<file path="config.mk">
export PLATFORM = sky130hd
export DESIGN_NAME = jpeg_dc_entropy_coder_unit_flat
export DESIGN_NICKNAME = d
export VERILOG_FILES = /design/src/design/jdc_pkg.sv /design/src/design/jdc_in_if.sv /design/src/design/jdc_out_if.sv /design/src/design/jdc_front.sv /design/src/design/jdc_queue.sv /design/src/design/jdc_back.sv /design/src/design/jpeg_dc_entropy_coder_unit.sv /design/src/flat_wrapper.sv
export SDC_FILE = /design/constraint.sdc
export NUM_CORES = 1
export LEC_CHECK = 0
export ABC_AREA = 1
export BUFFER_PORTS_ARGS = -buffer_cell sky130_fd_sc_hd__clkbuf_2
export CAP_MARGIN = 15
export CORE_MARGIN = 8
export CORE_UTILIZATION = 50
export CTS_CLUSTER_DIAMETER = 30
export DETAILED_ROUTE_END_ITERATION = 10
export GPL_ROUTABILITY_DRIVEN = 0
export HOLD_SLACK_MARGIN = 0.08
export PLACE_DENSITY = 0.66
export SLEW_MARGIN = 40
export SYNTH_ARGS = -nofsm -noshare
export SYNTH_HDL_FRONTEND = slang
export SYNTH_SLANG_ARGS = --single-unit
export TNS_END_PERCENT = 20
</file>
<file path="constraint.sdc">
create_clock -name clk -period 4.44 [get_ports clk]
set_input_delay 0.888 -clock clk [delete_from_list [all_inputs] [get_ports clk]]
set_output_delay 0.888 -clock clk [all_outputs]
set_load 0.05 [all_outputs]
</file>
<file path="src/design/jdc_pkg.sv">
// shared types, constants and huffman table for the dc entropy coder
package jdc_pkg;

	localparam int COEFF_BITS_DEF = 12;

	// action codes of the input item, also used as command kinds in the queue
	localparam logic [1:0] ACT_CODE    = 2'd0;
	localparam logic [1:0] ACT_FLUSH   = 2'd1;
	localparam logic [1:0] ACT_RESTART = 2'd2;

	// component codes
	localparam logic [1:0] COMP_LUMA = 2'd0;
	localparam logic [1:0] COMP_CB   = 2'd1;
	localparam logic [1:0] COMP_CR   = 2'd2;

	// widths of the coded bit packet
	localparam int CAT_W  = 4;
	localparam int MAG_W  = 11;
	localparam int HUFF_W = 11;
	localparam int PKT_W  = 24;
	localparam int LEN_W  = 5;
	localparam int SAT_W  = 12;
	localparam int DIFF_LIMIT = 2047;

	// end-of-block codes
	localparam logic [3:0]       EOB_LUMA       = 4'hA;
	localparam logic [LEN_W-1:0] EOB_LUMA_LEN   = 5'd4;
	localparam logic [LEN_W-1:0] EOB_CHROMA_LEN = 5'd2;

	localparam logic [7:0] BYTE_FF    = 8'hFF;
	localparam logic [7:0] BYTE_STUFF = 8'h00;

	typedef struct packed {
		logic [1:0]       kind;
		logic [PKT_W-1:0] bits;
		logic [LEN_W-1:0] len;
	} cmd_t;

	typedef struct packed {
		logic [HUFF_W-1:0] code;
		logic [3:0]        len;
	} huff_t;

	// baseline dc huffman code for a size category
	function automatic huff_t dc_huff(input logic chroma, input logic [CAT_W-1:0] cat);
		huff_t h;
		h = '{code: '0, len: 4'd0};
		if (!chroma) begin
			case (cat)
				4'd0:    h = '{code: 11'b00,        len: 4'd2};
				4'd1:    h = '{code: 11'b010,       len: 4'd3};
				4'd2:    h = '{code: 11'b011,       len: 4'd3};
				4'd3:    h = '{code: 11'b100,       len: 4'd3};
				4'd4:    h = '{code: 11'b101,       len: 4'd3};
				4'd5:    h = '{code: 11'b110,       len: 4'd3};
				4'd6:    h = '{code: 11'b1110,      len: 4'd4};
				4'd7:    h = '{code: 11'b11110,     len: 4'd5};
				4'd8:    h = '{code: 11'b111110,    len: 4'd6};
				4'd9:    h = '{code: 11'b1111110,   len: 4'd7};
				4'd10:   h = '{code: 11'b11111110,  len: 4'd8};
				4'd11:   h = '{code: 11'b111111110, len: 4'd9};
				default: h = '{code: '0, len: 4'd0};
			endcase
		end else begin
			case (cat)
				4'd0:    h = '{code: 11'b00,          len: 4'd2};
				4'd1:    h = '{code: 11'b01,          len: 4'd2};
				4'd2:    h = '{code: 11'b10,          len: 4'd2};
				4'd3:    h = '{code: 11'b110,         len: 4'd3};
				4'd4:    h = '{code: 11'b1110,        len: 4'd4};
				4'd5:    h = '{code: 11'b11110,       len: 4'd5};
				4'd6:    h = '{code: 11'b111110,      len: 4'd6};
				4'd7:    h = '{code: 11'b1111110,     len: 4'd7};
				4'd8:    h = '{code: 11'b11111110,    len: 4'd8};
				4'd9:    h = '{code: 11'b111111110,   len: 4'd9};
				4'd10:   h = '{code: 11'b1111111110,  len: 4'd10};
				4'd11:   h = '{code: 11'b11111111110, len: 4'd11};
				default: h = '{code: '0, len: 4'd0};
			endcase
		end
		return h;
	endfunction

endpackage

</file>
<file path="src/design/jdc_in_if.sv">
// valid/ready channel carrying one block item into the coder
interface jdc_in_if #(parameter int COEFF_BITS = jdc_pkg::COEFF_BITS_DEF);
	logic                         valid;
	logic                         ready;
	logic [1:0]                   action;
	logic [1:0]                   component;
	logic signed [COEFF_BITS-1:0] dc_coeff;

	modport source(output valid, action, component, dc_coeff, input ready);
	modport sink(input valid, action, component, dc_coeff, output ready);
endinterface

</file>
<file path="src/design/jdc_out_if.sv">
// valid/ready channel carrying coded stream bytes out of the coder
interface jdc_out_if;
	logic       valid;
	logic       ready;
	logic [7:0] out_byte;
	logic       last;

	modport source(output valid, out_byte, last, input ready);
	modport sink(input valid, out_byte, last, output ready);
endinterface

</file>
<file path="src/design/jdc_front.sv">
// front end: rounding, prediction, category and huffman bit packet assembly
module jdc_front #(
	parameter int COEFF_BITS = jdc_pkg::COEFF_BITS_DEF
) (
	input  logic          clk,
	input  logic          arst_n,
	jdc_in_if.sink        blocks,
	output logic          cmd_valid,
	output jdc_pkg::cmd_t cmd,
	input  logic          cmd_full
);
	import jdc_pkg::*;

	localparam int PW = COEFF_BITS - 2;
	localparam int DW = COEFF_BITS - 1;
	localparam int SW = (DW > SAT_W) ? DW : SAT_W;

	logic                         accept;
	logic                         keep;
	logic signed [COEFF_BITS-1:0] x;
	logic        [COEFF_BITS:0]   sum;
	logic        [PW-1:0]         dc;
	logic        [PW-1:0]         pred_sel;
	logic        [PW-1:0]         pred_q [3];

	logic          valid_s1;
	logic [1:0]    kind_s1;
	logic          chroma_s1;
	logic [DW-1:0] diff_s1;

	logic signed [SW-1:0]    diff_x;
	logic        [SAT_W-1:0] sat;
	logic                    neg;
	logic        [MAG_W-1:0] mag;
	logic        [MAG_W-1:0] vbits;
	logic        [CAT_W-1:0] cat;
	huff_t                   huff;
	logic        [PKT_W-1:0] code_sh;

	// input handshake; items with unused codes are taken and dropped
	assign blocks.ready = !valid_s1 || !cmd_full;
	assign accept = blocks.valid && blocks.ready;
	assign keep = (blocks.action == ACT_CODE && blocks.component != 2'd3) ||
		blocks.action == ACT_FLUSH || blocks.action == ACT_RESTART;

	// rounding dc = (x + 4) >> 3, floor
	assign x   = blocks.dc_coeff;
	assign sum = {x[COEFF_BITS-1], x} + (COEFF_BITS+1)'(4);
	assign dc  = sum[COEFF_BITS:3];

	// predictor of the addressed component
	always_comb begin
		case (blocks.component)
			COMP_CB: pred_sel = pred_q[1];
			COMP_CR: pred_sel = pred_q[2];
			default: pred_sel = pred_q[0];
		endcase
	end

	// predictors and stage one valid
	always_ff @(posedge clk or negedge arst_n) begin
		if (!arst_n) begin
			valid_s1 <= 1'b0;
			for (int i = 0; i < 3; i++) pred_q[i] <= '0;
		end else begin
			if (accept) begin
				valid_s1 <= keep;
				if (blocks.action == ACT_RESTART) begin
					for (int i = 0; i < 3; i++) pred_q[i] <= '0;
				end else if (blocks.action == ACT_CODE && blocks.component != 2'd3) begin
					pred_q[blocks.component] <= dc;
				end
			end else if (valid_s1 && !cmd_full) begin
				valid_s1 <= 1'b0;
			end
		end
	end

	// stage one payload
	always_ff @(posedge clk) begin
		if (accept) begin
			kind_s1   <= blocks.action;
			chroma_s1 <= blocks.component != COMP_LUMA;
			diff_s1   <= {dc[PW-1], dc} - {pred_sel[PW-1], pred_sel};
		end
	end

	// saturation, magnitude and size category
	always_comb begin
		diff_x = SW'($signed(diff_s1));
		if (diff_x > SW'(DIFF_LIMIT)) sat = SAT_W'(DIFF_LIMIT);
		else if (diff_x < -SW'(DIFF_LIMIT)) sat = SAT_W'(-DIFF_LIMIT);
		else sat = diff_x[SAT_W-1:0];
		neg = sat[SAT_W-1];
		mag = neg ? MAG_W'(-sat) : sat[MAG_W-1:0];
		cat = '0;
		for (int i = 0; i < MAG_W; i++) begin
			if (mag[i]) cat = CAT_W'(i + 1);
		end
		vbits = (neg ? ~mag : mag) & ((MAG_W'(1) << cat) - MAG_W'(1));
	end

	// bit packet: huffman code, magnitude bits, end of block; empty for flush and restart
	always_comb begin
		huff    = dc_huff(chroma_s1, cat);
		code_sh = (PKT_W'(huff.code) << cat) | PKT_W'(vbits);
		cmd.kind = kind_s1;
		if (kind_s1 != ACT_CODE) begin
			cmd.bits = '0;
			cmd.len  = '0;
		end else if (chroma_s1) begin
			cmd.bits = code_sh << EOB_CHROMA_LEN;
			cmd.len  = LEN_W'(huff.len) + LEN_W'(cat) + EOB_CHROMA_LEN;
		end else begin
			cmd.bits = (code_sh << EOB_LUMA_LEN) | PKT_W'(EOB_LUMA);
			cmd.len  = LEN_W'(huff.len) + LEN_W'(cat) + EOB_LUMA_LEN;
		end
	end

	assign cmd_valid = valid_s1;

	// a restart leaves every predictor at zero
	a_restart_clears: assert property (@(posedge clk) disable iff (!arst_n)
		(accept && blocks.action == ACT_RESTART) |=>
		(pred_q[0] == '0 && pred_q[1] == '0 && pred_q[2] == '0))
		else $error("predictor not cleared by restart");

endmodule

</file>
<file path="src/design/jdc_queue.sv">
// two-entry command queue between front and back end
module jdc_queue (
	input  logic          clk,
	input  logic          arst_n,
	input  logic          push,
	input  jdc_pkg::cmd_t cmd_in,
	output logic          full,
	input  logic          pop,
	output jdc_pkg::cmd_t cmd_out,
	output logic          not_empty
);
	import jdc_pkg::*;

	cmd_t       slot_q [2];
	logic       wr_q;
	logic       rd_q;
	logic [1:0] cnt_q;
	logic       do_push;
	logic       do_pop;

	assign full      = cnt_q == 2'd2;
	assign not_empty = cnt_q != 2'd0;
	assign do_push   = push && !full;
	assign do_pop    = pop && not_empty;
	assign cmd_out   = slot_q[rd_q];

	// pointers and fill count
	always_ff @(posedge clk or negedge arst_n) begin
		if (!arst_n) begin
			wr_q  <= 1'b0;
			rd_q  <= 1'b0;
			cnt_q <= 2'd0;
		end else begin
			if (do_push) wr_q <= !wr_q;
			if (do_pop) rd_q <= !rd_q;
			cnt_q <= cnt_q + 2'(do_push) - 2'(do_pop);
		end
	end

	// entry storage
	always_ff @(posedge clk) begin
		if (do_push) slot_q[wr_q] <= cmd_in;
	end

	// fill count stays within depth and the pointers agree with it
	a_count_range: assert property (@(posedge clk) disable iff (!arst_n)
		(cnt_q != 2'd3) && ((cnt_q == 2'd1) == (wr_q != rd_q)))
		else $error("queue count out of step with pointers");

endmodule

</file>
<file path="src/design/jdc_back.sv">
// back end: bit accumulator, byte packing, 0xff stuffing and output register
module jdc_back (
	input  logic          clk,
	input  logic          arst_n,
	input  logic          cmd_valid,
	input  jdc_pkg::cmd_t cmd,
	output logic          pop,
	jdc_out_if.source     stream
);
	import jdc_pkg::*;

	localparam int ACC_W = 31;

	logic [6:0]       pend_q;
	logic [2:0]       pcnt_q;
	logic [ACC_W-1:0] work_q;
	logic [1:0]       left_q;
	logic             stuff_q;
	logic             ov_q;
	logic [7:0]       byte_q;
	logic             last_q;

	logic             busy;
	logic [7:0]       cur_byte;
	logic             emit_en;
	logic             final_now;

	logic [LEN_W-1:0] cnt;
	logic [ACC_W-1:0] acc;
	logic [7:0]       fbyte;
	logic [ACC_W-1:0] work_ld;
	logic [1:0]       left_ld;
	logic [6:0]       pend_ld;
	logic [2:0]       pcnt_ld;

	// byte emission control
	assign busy      = stuff_q || left_q != 2'd0;
	assign cur_byte  = work_q[ACC_W-1 -: 8];
	assign emit_en   = busy && (!ov_q || stream.ready);
	assign final_now = emit_en && (stuff_q ? left_q == 2'd0 :
		(left_q == 2'd1 && cur_byte != BYTE_FF));
	assign pop       = cmd_valid && (!busy || final_now);

	// merge a command with the pending bits
	always_comb begin
		cnt     = LEN_W'(pcnt_q) + cmd.len;
		acc     = (ACC_W'(pend_q) << cmd.len) | ACC_W'(cmd.bits);
		fbyte   = (8'(pend_q) << (4'd8 - 4'(pcnt_q))) | (BYTE_FF >> pcnt_q);
		work_ld = '0;
		left_ld = 2'd0;
		pend_ld = pend_q;
		pcnt_ld = pcnt_q;
		case (cmd.kind)
			ACT_CODE: begin
				work_ld = acc << (LEN_W'(ACC_W) - cnt);
				left_ld = cnt[4:3];
				pend_ld = acc[6:0] & ((7'd1 << cnt[2:0]) - 7'd1);
				pcnt_ld = cnt[2:0];
			end
			ACT_FLUSH: begin
				work_ld = {fbyte, (ACC_W-8)'(0)};
				left_ld = (pcnt_q != 3'd0) ? 2'd1 : 2'd0;
				pend_ld = '0;
				pcnt_ld = '0;
			end
			ACT_RESTART: begin
				pend_ld = '0;
				pcnt_ld = '0;
			end
			default: begin
				pend_ld = pend_q;
				pcnt_ld = pcnt_q;
			end
		endcase
	end

	// control state
	always_ff @(posedge clk or negedge arst_n) begin
		if (!arst_n) begin
			ov_q    <= 1'b0;
			left_q  <= 2'd0;
			stuff_q <= 1'b0;
			pend_q  <= '0;
			pcnt_q  <= '0;
		end else begin
			if (emit_en) begin
				ov_q <= 1'b1;
			end else if (stream.ready) begin
				ov_q <= 1'b0;
			end
			if (pop) begin
				left_q  <= left_ld;
				stuff_q <= 1'b0;
				pend_q  <= pend_ld;
				pcnt_q  <= pcnt_ld;
			end else if (emit_en) begin
				if (stuff_q) begin
					stuff_q <= 1'b0;
				end else begin
					left_q  <= left_q - 2'd1;
					stuff_q <= cur_byte == BYTE_FF;
				end
			end
		end
	end

	// byte shifter and output payload
	always_ff @(posedge clk) begin
		if (emit_en) begin
			byte_q <= stuff_q ? BYTE_STUFF : cur_byte;
			last_q <= final_now;
		end
		if (pop) begin
			work_q <= work_ld;
		end else if (emit_en && !stuff_q) begin
			work_q <= work_q << 8;
		end
	end

	assign stream.valid    = ov_q;
	assign stream.out_byte = byte_q;
	assign stream.last     = last_q;

	// an item never ends on an unstuffed 0xff
	a_no_last_ff: assert property (@(posedge clk) disable iff (!arst_n)
		ov_q |-> !(last_q && byte_q == BYTE_FF))
		else $error("item ends on 0xff without stuffed zero");

	// every emitted 0xff is followed by a stuffed zero
	a_stuff_after_ff: assert property (@(posedge clk) disable iff (!arst_n)
		(emit_en && !stuff_q && cur_byte == BYTE_FF) |=> stuff_q)
		else $error("stuffing missed after 0xff");

endmodule

</file>
<file path="src/design/jpeg_dc_entropy_coder_unit.sv">
// Baseline DC entropy coder: one item is one block (code), a flush or a restart.
// The front end takes one item per cycle unless a full queue stalls it, rounds
// the coefficient, forms the difference to the component predictor and builds
// the Huffman bit packet (category code, magnitude bits, end-of-block code); a
// two-entry queue then feeds the back end, which packs bits MSB first and sends
// one byte per cycle while the receiver is ready, a stuffed 0x00 after each 0xFF
// going out as a byte of its own. A code item thus yields 0 to 3 bytes plus
// stuffing; the back-end byte shifter sets the sustained rate. An item passes
// the stage-one register, the queue, the back-end work register and the output
// byte register. last marks the final byte of each item; items that yield no
// byte (restart, empty flush, short code) produce nothing on the output.
module jpeg_dc_entropy_coder_unit #(
	parameter int COEFF_BITS = jdc_pkg::COEFF_BITS_DEF
) (
	input  logic      clk,
	input  logic      arst_n,
	jdc_in_if.sink    blocks,
	jdc_out_if.source stream
);
	import jdc_pkg::*;

	logic push;
	cmd_t front_cmd;
	logic q_full;
	logic pop;
	cmd_t back_cmd;
	logic q_valid;

	// classification and bit packet assembly
	jdc_front #(.COEFF_BITS(COEFF_BITS)) u_front (
		.clk       (clk),
		.arst_n    (arst_n),
		.blocks    (blocks),
		.cmd_valid (push),
		.cmd       (front_cmd),
		.cmd_full  (q_full)
	);

	// decoupling queue
	jdc_queue u_queue (
		.clk       (clk),
		.arst_n    (arst_n),
		.push      (push),
		.cmd_in    (front_cmd),
		.full      (q_full),
		.pop       (pop),
		.cmd_out   (back_cmd),
		.not_empty (q_valid)
	);

	// byte packing and stuffing
	jdc_back u_back (
		.clk       (clk),
		.arst_n    (arst_n),
		.cmd_valid (q_valid),
		.cmd       (back_cmd),
		.pop       (pop),
		.stream    (stream)
	);

endmodule

</file>
<file path="src/flat_wrapper.sv">
// flat-port wrapper written by rule: the top's interface ports become plain ports
module jpeg_dc_entropy_coder_unit_flat import jdc_pkg::*;
#(
	parameter int COEFF_BITS = jdc_pkg::COEFF_BITS_DEF
)
  (clk, arst_n, blocks_valid, blocks_action, blocks_component, blocks_dc_coeff, blocks_ready, stream_valid, stream_out_byte, stream_last, stream_ready);
  jdc_in_if #(.COEFF_BITS(COEFF_BITS)) blocks_i ();
  jdc_out_if stream_i ();
  input  logic clk;
  input  logic arst_n;
  input wire logic [$bits(blocks_i.valid)-1:0] blocks_valid;
  input wire logic [$bits(blocks_i.action)-1:0] blocks_action;
  input wire logic [$bits(blocks_i.component)-1:0] blocks_component;
  input wire logic [$bits(blocks_i.dc_coeff)-1:0] blocks_dc_coeff;
  output wire logic [$bits(blocks_i.ready)-1:0] blocks_ready;
  output wire logic [$bits(stream_i.valid)-1:0] stream_valid;
  output wire logic [$bits(stream_i.out_byte)-1:0] stream_out_byte;
  output wire logic [$bits(stream_i.last)-1:0] stream_last;
  input wire logic [$bits(stream_i.ready)-1:0] stream_ready;
  assign blocks_i.valid = blocks_valid;
  assign blocks_i.action = blocks_action;
  assign blocks_i.component = blocks_component;
  assign blocks_i.dc_coeff = blocks_dc_coeff;
  assign blocks_ready = blocks_i.ready;
  assign stream_valid = stream_i.valid;
  assign stream_out_byte = stream_i.out_byte;
  assign stream_last = stream_i.last;
  assign stream_i.ready = stream_ready;
  jpeg_dc_entropy_coder_unit #(.COEFF_BITS(COEFF_BITS)) u_core (.clk(clk), .arst_n(arst_n), .blocks(blocks_i), .stream(stream_i));
endmodule
</file>
==> summary.txt, run 1 <==
=======================================================================================
Status                                                                     complete, no violations
Dominant synthesized flop cell                                             sky130_fd_sc_hd__edfxtp_1
Endpoints failing setup                                                               0
Pre-antenna DRT Iters                                                                 6
Wire length of the first global-routing pass                                   52.93 mm
Ant diodes                                                                            0
Starting utilization of the core area                                            0.5097
Setup repair after global routing missed its margin                               false
Worst Path Arrival                                                              4.23 ns
Share of the synthesized area in the top cell type                               0.2853
Final-layout setup total negative slack                                            0 ns
Die height                                                                 170.9 microns
Cell count after synthesis                                                         1598
Synthesized area divided by synthesized cell count                          7.509 sq um
Via count of the first global-routing pass                                        10510
Gr ovfl total                                                                         0
Detailed-route wire length per cell                                        16.53 microns
Drt total wl                                                                   32.20 mm
Count of warnings emitted by yosys                                                    0
Synthesized netlist net count                                                      1669
Count of vias placed by the detailed router                                       11040
Clk pin slew, worst setup/hold paths                                            0.08 ns
Number of buffer cells added on primary ports                                        28
Worst-case clock buffer depth                                                         2
DRC                                                                                   0
Number of different library cells in the post-synthesis netlist                      51
Die Outline Area                                                           0.02921 sq mm
Post-layout minimum cycle time                                                 4.104 ns
HPWL after DPL                                                                 24.25 mm
Pin count of the biggest net entering global routing                                 32
Total track usage                                                                0.2258
DRT antenna net count                                                                 0
Top cells by area, synth                                                   sky130_fd_sc_hd__edfxtp_1 (29%), sky130_fd_sc_hd__nand2_1 (13%), sky130_fd_sc_hd__nand3_1 (12%)
Hold Fails Final Rpt                                                                  0
Worst Path Required                                                             4.57 ns
Number of placement rows                                                             56
Number of violations reported at the end of detailed-routing iteration 0           1115
Maximum capacitance violations                                                        0
Max Transition Viols Final                                                            0
Antenna violations before repair                                                      0
TritonCTS clock tree                                                                yes
Synth Register Bits                                                                 163
Leading area contributor after synthesis                                   sky130_fd_sc_hd__edfxtp_1
Sinks on the clock net                                                              163
Worst hold slack across all endpoints                                         0.4200 ns
Crit. End Element                                                                  flop
Area of the mapped netlist                                                 0.01200 sq mm
Die span in x                                                              170.9 microns
H-Tree Depth                                                                          4
Fraction of registers with async set/reset                                       0.3006
Portion of the post-synthesis area used by sequential elements                   0.3875
Total core area                                                            0.02354 sq mm
Clock skew                                                                   0.02528 ns
Final critical-path share of the clock period                                    0.9242
Crit Path Class                                                            flop to flop
Number of enable flip-flop cells after synthesis                                    114
Area added between synthesis and finish                                          9.478%
Hold bufs inserted after CTS                                                          0
CTS root buffer                                                            sky130_fd_sc_hd__clkbuf_16
Maximum fanout count along the critical path                                          8
Class of the worst hold path                                               primary input to asynchronous set/reset pin
Worst Tran Pin Value                                                          0.8228 ns
Boundary pin count                                                                   31
Highest clock rate                                                           0.2437 GHz
Total number of nets in the final design                                           1687
Final standard cell utilization of the core                                      0.5580
Via density per instance                                                          5.669
CP startpoint kind                                                                 flop
Fraction of layout cells with a size suffix above 1                              0.1074
Top cell types by occurrence after synthesis                               sky130_fd_sc_hd__nand2_1 (418), sky130_fd_sc_hd__nand3_1 (286), sky130_fd_sc_hd__inv_1 (156), sky130_fd_sc_hd__edfxtp_1 (114), sky130_fd_sc_hd__nor2_1 (100)
Latest clock arrival within the worst-skew pair                                 0.44 ns
Most repeated cell in the gate-level netlist after synthesis               sky130_fd_sc_hd__nand2_1
Worst slew margin relative to its limit                                          0.4509
Total clock buffers created by CTS                                                   17
=======================================================================================
[placed cells by master (no fill, tap or decap), drive strengths merged, types with 8 or more instances in the layout]
cell / netlist / final
a21oi: 40 / 40
buf: 32 / 32
clkbuf: 29 / 46
dfrtp: 49 / 49
edfxtp: 114 / 114
ha: 48 / 48
inv: 168 / 178
mux2i: 18 / 18
nand2: 440 / 440
nand3: 294 / 294
nand4: 36 / 36
nor2: 116 / 116
o211ai: 11 / 11
o21ai: 85 / 85
o221ai: 10 / 10
o22ai: 40 / 40
or2: 8 / 8
xor2: 20 / 20
[through the flow]
stage,std cells,setup WS [ns],instance area [sq um]
detailed placement,1915,0.1445,12490
finish,1948,0.3364,13140
CTS,1947,0.1397,13100
global route,1948,0.01858,13140
floorplan,1598,0.3771,12000
global placement,1914,0.2462,12480
[cell type report]
| type | instances | area, sq um |
|---|---|---|
| fillers | 2260 | 10410 |
| multi-input cells | 1204 | 6456 |
| flip-flops and latches | 163 | 4649 |
| inverters | 170 | 643.1 |
| clock buffers | 18 | 450.4 |
| well taps | 319 | 399.1 |
| repair buffers | 60 | 386.6 |
| clock inverters | 14 | 151.4 |
[worst paths after layout]
path                                                start                           end  slack [ns]  depth (start not counted)
min in group clk                u_core.u_front.kind_s1[1]  u_core.u_queue.slot_q[1][30]        0.47                          0
worst max register to register  u_core.u_front.diff_s1[0]   u_core.u_queue.slot_q[0][2]        0.34                         20
worst min register to register  u_core.u_front.kind_s1[1]  u_core.u_queue.slot_q[1][30]        0.47                          0
worst min-delay path                               arst_n       u_core.u_back.pend_q[6]        0.42                          1
max in group asynchronous                          arst_n     u_core.u_front.pred_q[13]        3.35                          2
worst max-delay path            u_core.u_front.diff_s1[0]   u_core.u_queue.slot_q[0][2]        0.34                         20
[registers in the layout, indices dropped and copies added (netlist names), 2 cells and up]
signal                         cells
u_core.u_queue.cnt_q               2
u_core.u_back.left_q               2
u_core.u_back.work_q              31
u_core.u_front.diff_s1            11
u_core.u_back.pend_q               7
u_core.u_front.pred_q             30
u_core.u_queue.slot_q             60
u_core.u_front.kind_s1             2
u_core.u_back.stream.out_byte      8
u_core.u_back.pcnt_q               3
[kinds of logic after synthesis]
kind of cell | count (synthesis) | synth area share
mux | 18 | 0.01502
other cells | 1 | 0.0003125
buf+inv | 231 | 0.07852
fa+ha+maj | 51 | 0.05506
simple gates | 903 | 0.3425
xor+xnor | 26 | 0.01960
compound gates | 205 | 0.1015
flops | 163 | 0.3875
[layer usage]
layer / wire [microns] / vias to the layer above / track usage
met5: 0 / - / 0
met2: 15100 / 394 / 0.3667
li1: - / 5486 / -
met3: 1730 / 68 / 0.02996
met4: 928 / 0 / 0.08658
met1: 14450 / 5095 / 0.3032
[what timing repair did]
| action | CTS | global route |
|---|---|---|
| gates resized for setup | 0 | 5 |
| hold endpoints to repair | 0 | 0 |
| setup endpoints to repair | 0 | 6 |
| buffers inserted | 0 | 1 |
[critical path, cell delays in order (launching register included)]
cell,delay (ns)
sky130_fd_sc_hd__edfxtp_1,0.42
sky130_fd_sc_hd__inv_1,0.09
sky130_fd_sc_hd__ha_1,0.21
sky130_fd_sc_hd__inv_1,0.11
sky130_fd_sc_hd__nor2_4,0.13
sky130_fd_sc_hd__nand4_1,0.13
sky130_fd_sc_hd__nor2_1,0.18
sky130_fd_sc_hd__nand2_2,0.18
sky130_fd_sc_hd__nand3_4,0.17
sky130_fd_sc_hd__inv_2,0.09
sky130_fd_sc_hd__nand2_2,0.12
sky130_fd_sc_hd__inv_2,0.05
sky130_fd_sc_hd__ha_1,0.21
sky130_fd_sc_hd__a221oi_1,0.26
sky130_fd_sc_hd__a31oi_1,0.06
sky130_fd_sc_hd__a21oi_1,0.20
sky130_fd_sc_hd__ha_1,0.23
sky130_fd_sc_hd__fa_2,0.47
sky130_fd_sc_hd__ha_1,0.29
sky130_fd_sc_hd__nand2_1,0.06
sky130_fd_sc_hd__o21ai_0,0.15
Power of run 1 is not shown: default switching activity piles up to over one toggle a cycle in this logic, so the estimate is an artifact.
==> inputs of run 2 (changes only) <==
ABC_AREA = 0   (was 1)
==> summary.txt, run 2 <==
=======================================================================================
Post-Place Setup Slack                                                       0.06875 ns
Largest register FFs                                                                 60
Detailed-route wire length per cell                                        20.61 microns
Worst slew margin relative to its limit                                          0.4124
Sinks on the clock net                                                              163
Top cells by area, synth                                                   sky130_fd_sc_hd__edfxtp_1 (27%), sky130_fd_sc_hd__dfrtp_1 (9.7%), sky130_fd_sc_hd__nand2_1 (5.2%)
Clock skew                                                                   0.01940 ns
Final standard cell utilization of the core                                      0.5744
Endpoints failing setup                                                               0
Hold bufs inserted after CTS                                                          0
Series of cell instances along the critical path                           inv_1 > ha_2 > or4b_2 > o2111ai_1 > nand3_1 > nor2b_1 > a21oi_1 > buf_4 > buf_4 > ha_1 > o2111ai_1 > a31oi_1 > nand2_1 > a21oi_1 > o32ai_1 > o22ai_1
Number of buffer cells added on primary ports                                        28
Pin count of the biggest net entering global routing                                 50
Maximum capacitance violations                                                        0
Count of warnings emitted by yosys                                                    0
DRC                                                                                   0
Commonest non-fill, non-tap cell in the layout                             sky130_fd_sc_hd__nand2_1
Leading area contributor after synthesis                                   sky130_fd_sc_hd__edfxtp_1
Worst Tran Pin Value                                                          0.8570 ns
Crit. End Element                                                                  flop
Die span in x                                                              175.3 microns
Registers with the most flip-flops                                         u_core.u_queue.slot_q (60), u_core.u_back.work_q (31), u_core.u_front.pred_q (30)
Ant diodes                                                                            0
Final critical-path share of the clock period                                    0.9990
Number of cells traversed by the worst hold path                                      2
Worst Path Required                                                             4.66 ns
Share of the synthesized area in the top cell type                               0.2697
Via count of the first global-routing pass                                        11210
Total track usage                                                                0.2417
Synthesized netlist net count                                                      1519
Boundary pin count                                                                   31
Critical path's largest stage delay                                             0.65 ns
Fraction of layout cells with a size suffix above 1                              0.1612
Drt total wl                                                                   37.85 mm
Number of violations reported at the end of detailed-routing iteration 0           1443
Cell count after synthesis                                                         1448
Portion of the post-synthesis area used by sequential elements                   0.3664
Max stage delay cell, worst path                                           sky130_fd_sc_hd__or4b_2
Count of vias placed by the detailed router                                       11950
Startpoint of the worst hold path                                          u_core.u_front.pred_q[25]
Antenna violations before repair                                                      0
R2R setup slack                                                                0.005 ns
Capturing point of the worst reg2reg path                                  u_core.u_queue.slot_q[1][16]
Cell total after placement                                                         1802
Number of filler instances in the final layout                                     2222
HPWL after DPL                                                                 27.49 mm
Post-layout instance area                                                  0.01438 sq mm
Hold Fails Final Rpt                                                                  0
Launching point of the worst reg2reg path                                  u_core.u_front.diff_s1[1]
Highest-count cells in the layout ignoring fill and taps                   sky130_fd_sc_hd__nand2_1 (176), sky130_fd_sc_hd__nor2_1 (124), sky130_fd_sc_hd__edfxtp_1 (114), sky130_fd_sc_hd__o21ai_0 (112), sky130_fd_sc_hd__buf_4 (87)
Worst min-delay path endpoint                                              u_core.u_front.pred_q[25]
Synthesized area divided by synthesized cell count                          8.764 sq um
Number of standard cells in the layout, taps in and fillers out                    1837
Number of placement rows                                                             58
Fraction of registers with async set/reset                                       0.3006
Number of enable flip-flop cells after synthesis                                    114
Number of different library cells in the post-synthesis netlist                      86
Die height                                                                 175.3 microns
Gr ovfl total                                                                         0
Latest clock arrival within the worst-skew pair                                 0.44 ns
Synth Register Bits                                                                 163
CTS root buffer                                                            sky130_fd_sc_hd__clkbuf_16
Maximum fanout count along the critical path                                         13
TritonCTS clock tree                                                                yes
Path depth of the worst reg2reg path                                                 16
Wire length of the first global-routing pass                                   60.41 mm
Via density per instance                                                          6.504
Worst Path Arrival                                                              4.65 ns
H-Tree Depth                                                                          4
Area added between synthesis and finish                                          13.31%
Die Outline Area                                                           0.03074 sq mm
Total clock buffers created by CTS                                                   17
Class of the worst hold path                                               flop to flop
Total core area                                                            0.02504 sq mm
Dominant synthesized flop cell                                             sky130_fd_sc_hd__edfxtp_1
Worst Setup Slack, final                                                    0.004626 ns
Post-layout minimum cycle time                                                 4.435 ns
Status                                                                     complete, no violations
Top cell types by occurrence after synthesis                               sky130_fd_sc_hd__nand2_1 (176), sky130_fd_sc_hd__nor2_1 (125), sky130_fd_sc_hd__o21ai_0 (118), sky130_fd_sc_hd__edfxtp_1 (114)
Starting utilization of the core area                                            0.5069
DRT antenna net count                                                                 0
Highest clock rate                                                           0.2255 GHz
CP startpoint kind                                                                 flop
Max Transition Viols Final                                                            0
Placement Cell Area                                                        0.01359 sq mm
Pre-antenna DRT Iters                                                                 6
Worst-case clock buffer depth                                                         2
Register with the most flip-flops                                          u_core.u_queue.slot_q
Clk pin slew, worst setup/hold paths                                            0.08 ns
Total number of nets in the final design                                           1565
Most repeated cell in the gate-level netlist after synthesis               sky130_fd_sc_hd__nand2_1
Launching instance or port of the critical path                            u_core.u_front.diff_s1[1]
Crit Path Class                                                            flop to flop
Area of the mapped netlist                                                 0.01269 sq mm
=======================================================================================
run 2: cell count changes in the layout (fill, tap and decap cells not counted), sizes merged, moves of 39 or more:
cell   delta
nand2   -264
nand3   -257
inv     -116
buf      +56
mux2i    +39
o21ai    +39
run 2: repair_timing:
| item | 4_1_cts | 5_1_grt |
|---|---|---|
| endpoints found under the hold margin | 0 | 0 |
| gates resized for setup | 0 | 38 |
| setup endpoints to repair | 0 | 30 |
| buffers inserted | 0 | 3 |
run 2: cells by family after synthesis:
group,share of synthesized area
simple gates,0.1711
xor+xnor,0.02830
compound gates,0.2625
mux,0.07522
flops,0.3664
buf+inv,0.04427
fa+ha+maj,0.05206
other cells,0.0002955
run 2: cell type report:
class,count,area [sq um],share of cell area
tap,330,412.9,0.02871
sequential,163,4651,0.3234
multi-input combinational,1141,7692,0.5349
timing repair buffer,116,813.3,0.05656
inverter,55,206.4,0.01436
clock buffer,17,425.4,0.02958
clock inverter,15,178.9,0.01244
run 2: how the worst max path moves through the flow:
stage,to,slack [ns],cells past startpoint
floorplan,u_core.u_queue.slot_q[0][4],0.02,21
global placement,u_core.u_queue.slot_q[1][13],0.13,15
detailed placement,u_core.u_queue.slot_q[0][13],0.07,15
CTS,u_core.u_queue.slot_q[0][13],0.005,15
global route,u_core.u_queue.slot_q[1][16],-0.03,16
finish,u_core.u_queue.slot_q[1][16],0.005,16
run 2: through the flow:
step | setup TNS [ns] | hold WS [ns]
after floorplan | 0 | 0.4446
after global placement | 0 | 0.4552
after detailed placement | 0 | 0.4658
after CTS | 0 | 0.4830
after global routing | -0.07116 | 0.5118
final | 0 | 0.4812
run 2: worst max-delay path, delay by kind of cell (launching register included):
| family | cells | cell delay (ns) |
|---|---|---|
| buffers and inverters | 3 | 0.45 |
| adders and majority gates | 2 | 0.51 |
| AOI/OAI and AO/OA | 7 | 1.83 |
| DFF | 1 | 0.40 |
| and+or+nand+nor | 4 | 1.03 |
run 2: layer usage:
layer | track usage | up-vias | part of all wire
met3 | 0.03736 | 94 | 0.068
met4 | 0.09643 | 0 | 0.034
met2 | 0.3894 | 542 | 0.47
li1 | - | 5599 | -
met1 | 0.3218 | 5713 | 0.43
met5 | 0 | - | 0
Power of run 2 is left out for the same reason.
==> inputs of run 3 (changes only) <==
REMOVE_ABC_BUFFERS = 1   (was not set)
==> summary.txt, run 3 (synthesized netlist as in run 2, its figures left out) <==
=======================================================================================
Die Outline Area                                                           0.03074 sq mm
Count of vias placed by the detailed router                                       12040
DRC                                                                                   0
Fraction of layout cells with a size suffix above 1                              0.1604
Pin count of the biggest net entering global routing                                 50
Layer with the highest usage                                                       met2
Setup repair after global routing missed its margin                                true
Worst-case clock buffer depth                                                         2
Max stage delay cell, worst path                                           sky130_fd_sc_hd__or3b_2
Number of placement rows                                                             58
Ant diodes                                                                            0
Maximum fanout count along the critical path                                          4
Largest register FFs                                                                 60
Number of filler instances in the final layout                                     2253
Via count of the first global-routing pass                                        11080
Series of cell instances along the critical path                           inv_1 > ha_1 > or3b_2 > a21oi_1 > a31oi_1 > o21ai_0 > a21oi_1 > buf_4 > inv_2 > ha_1 > nand2_1 > a31oi_1 > o22ai_2 > ha_2 > fa_1 > xor2_2 > ha_1 > xnor2_1 > a211oi_2
Wire length of the first global-routing pass                                   59.08 mm
Total core area                                                            0.02504 sq mm
Worst Tran Pin Value                                                          0.8833 ns
CTS root buffer                                                            sky130_fd_sc_hd__clkbuf_16
Maximum capacitance violations                                                        0
Number of buffer cells added on primary ports                                        28
Capturing point of the worst reg2reg path                                  u_core.u_queue.slot_q[0][3]
Total track usage                                                                0.2363
Met3 layer usage reported by global route                                       0.03779
Post-layout minimum cycle time                                                 4.338 ns
Highest-count cells in the layout ignoring fill and taps                   sky130_fd_sc_hd__nand2_1 (176), sky130_fd_sc_hd__nor2_1 (122), sky130_fd_sc_hd__o21ai_0 (115), sky130_fd_sc_hd__edfxtp_1 (114), sky130_fd_sc_hd__buf_4 (90)
HPWL after DPL                                                                 27.86 mm
Gr ovfl total                                                                         0
R2R setup slack                                                                 0.10 ns
Launching instance or port of the critical path                            u_core.u_front.diff_s1[1]
Antenna violations before repair                                                      0
Launching point of the worst reg2reg path                                  u_core.u_front.diff_s1[1]
Number of violations reported at the end of detailed-routing iteration 0           1540
Status                                                                     complete, no violations
Critical path's largest stage delay                                             0.45 ns
Register with the most flip-flops                                          u_core.u_queue.slot_q
Met1 Resource Use GR                                                             0.3041
Max Transition Viols Final                                                            0
Pre-antenna DRT Iters                                                                 7
Kind of cell adding the most delay to the critical path                     adder cells
Drt total wl                                                                   37.54 mm
Startpoint of the worst hold path                                          u_core.u_front.pred_q[22]
H-Tree Depth                                                                          4
Hold Fails Final Rpt                                                                  0
Worst slew margin relative to its limit                                          0.4093
Clk pin slew, worst setup/hold paths                                            0.07 ns
Boundary pin count                                                                   31
Number of cells traversed by the worst hold path                                      2
Endpoints failing setup                                                               0
Crit path depth                                                                      19
Sinks on the clock net                                                              163
Class of the worst hold path                                               flop to flop
Commonest non-fill, non-tap cell in the layout                             sky130_fd_sc_hd__nand2_1
Clock skew                                                                   0.02503 ns
Hold bufs inserted after CTS                                                          0
Crit path top cell by count                                                sky130_fd_sc_hd__ha_1
Met2 routing resource usage after global routing                                 0.3913
Crit Path Class                                                            flop to flop
CP startpoint kind                                                                 flop
Die span in x                                                              175.3 microns
Highest clock rate                                                           0.2305 GHz
Worst Path Required                                                             4.60 ns
TritonCTS clock tree                                                                yes
Crit. End Element                                                                  flop
Via density per instance                                                          6.548
Detailed-route wire length per cell                                        20.41 microns
Total clock buffers created by CTS                                                   17
DRT antenna net count                                                                 0
Final critical-path share of the clock period                                    0.9771
Latest clock arrival within the worst-skew pair                                 0.44 ns
Area added between synthesis and finish                                          13.11%
Buffers plus inverters on the worst setup path                                        3
Die height                                                                 175.3 microns
Post-Place Setup Slack                                                       0.01175 ns
Registers with the most flip-flops                                         u_core.u_queue.slot_q (60), u_core.u_back.work_q (31), u_core.u_front.pred_q (30)
Worst Path Arrival                                                              4.50 ns
Total number of nets in the final design                                           1567
Path depth of the worst reg2reg path                                                 19
Worst Setup Slack, final                                                      0.1017 ns
Worst min-delay path endpoint                                              u_core.u_front.pred_q[22]
Worst hold slack across all endpoints                                         0.4851 ns
Starting utilization of the core area                                            0.5069
=======================================================================================
## run 3: how the worst max path moves through the flow
stage	end
5_1_grt	u_core.u_queue.slot_q[0][3]
4_1_cts	u_core.u_queue.slot_q[0][13]
2_1_floorplan	u_core.u_back.work_q[14]
3_3_place_gp	u_core.u_queue.slot_q[1][3]
3_5_place_dp	u_core.u_queue.slot_q[1][3]
6_report	u_core.u_queue.slot_q[0][3]
## run 3: area by class of cell
type                       count  area [sq um]  share of cell area
clock inverter                12         128.9            0.008978
sequential                   163          4651              0.3240
inverter                      55         206.4             0.01438
multi-input combinational   1141          7660              0.5336
tap                          330         412.9             0.02876
clock buffer                  20         480.5             0.03347
timing repair buffer         118         815.8             0.05683
## run 3: stage by stage
stage,setup TNS (ns),instance area [sq um],utilization,instances
after detailed placement,0,13600,0.5434,1807
after global routing,-0.2558,14360,0.5734,1839
after CTS,0,14220,0.5679,1839
final,0,14360,0.5734,1839
after global placement,0,13600,0.5434,1807
after floorplan,-60.54,12340,-,1359
## run 3: worst reg2reg max path, stage by stage, from the launching register on
cell	delay [ns]
sky130_fd_sc_hd__edfxtp_1	0.40
sky130_fd_sc_hd__inv_1	0.07
sky130_fd_sc_hd__ha_1	0.19
sky130_fd_sc_hd__or3b_2	0.45
sky130_fd_sc_hd__a21oi_1	0.16
sky130_fd_sc_hd__a31oi_1	0.06
sky130_fd_sc_hd__o21ai_0	0.30
sky130_fd_sc_hd__a21oi_1	0.16
sky130_fd_sc_hd__buf_4	0.18
sky130_fd_sc_hd__inv_2	0.08
sky130_fd_sc_hd__ha_1	0.19
sky130_fd_sc_hd__nand2_1	0.06
sky130_fd_sc_hd__a31oi_1	0.24
sky130_fd_sc_hd__o22ai_2	0.13
sky130_fd_sc_hd__ha_2	0.21
sky130_fd_sc_hd__fa_1	0.42
sky130_fd_sc_hd__xor2_2	0.21
sky130_fd_sc_hd__ha_1	0.21
sky130_fd_sc_hd__xnor2_1	0.21
sky130_fd_sc_hd__a211oi_2	0.11
## run 3: layer usage
layer	wire length [microns]	part of all wire
met5	0	0
met4	1357	0.036
met3	2819	0.075
met2	17900	0.48
met1	15460	0.41
## run 3: repair_timing
| item | in CTS | in global routing |
|---|---|---|
| resized for setup | 1 | 29 |
| endpoints found under the setup margin | 2 | 34 |
| buffers inserted | 0 | 0 |
| pin swaps | 0 | 1 |
Power of run 3 is left out for the same reason.
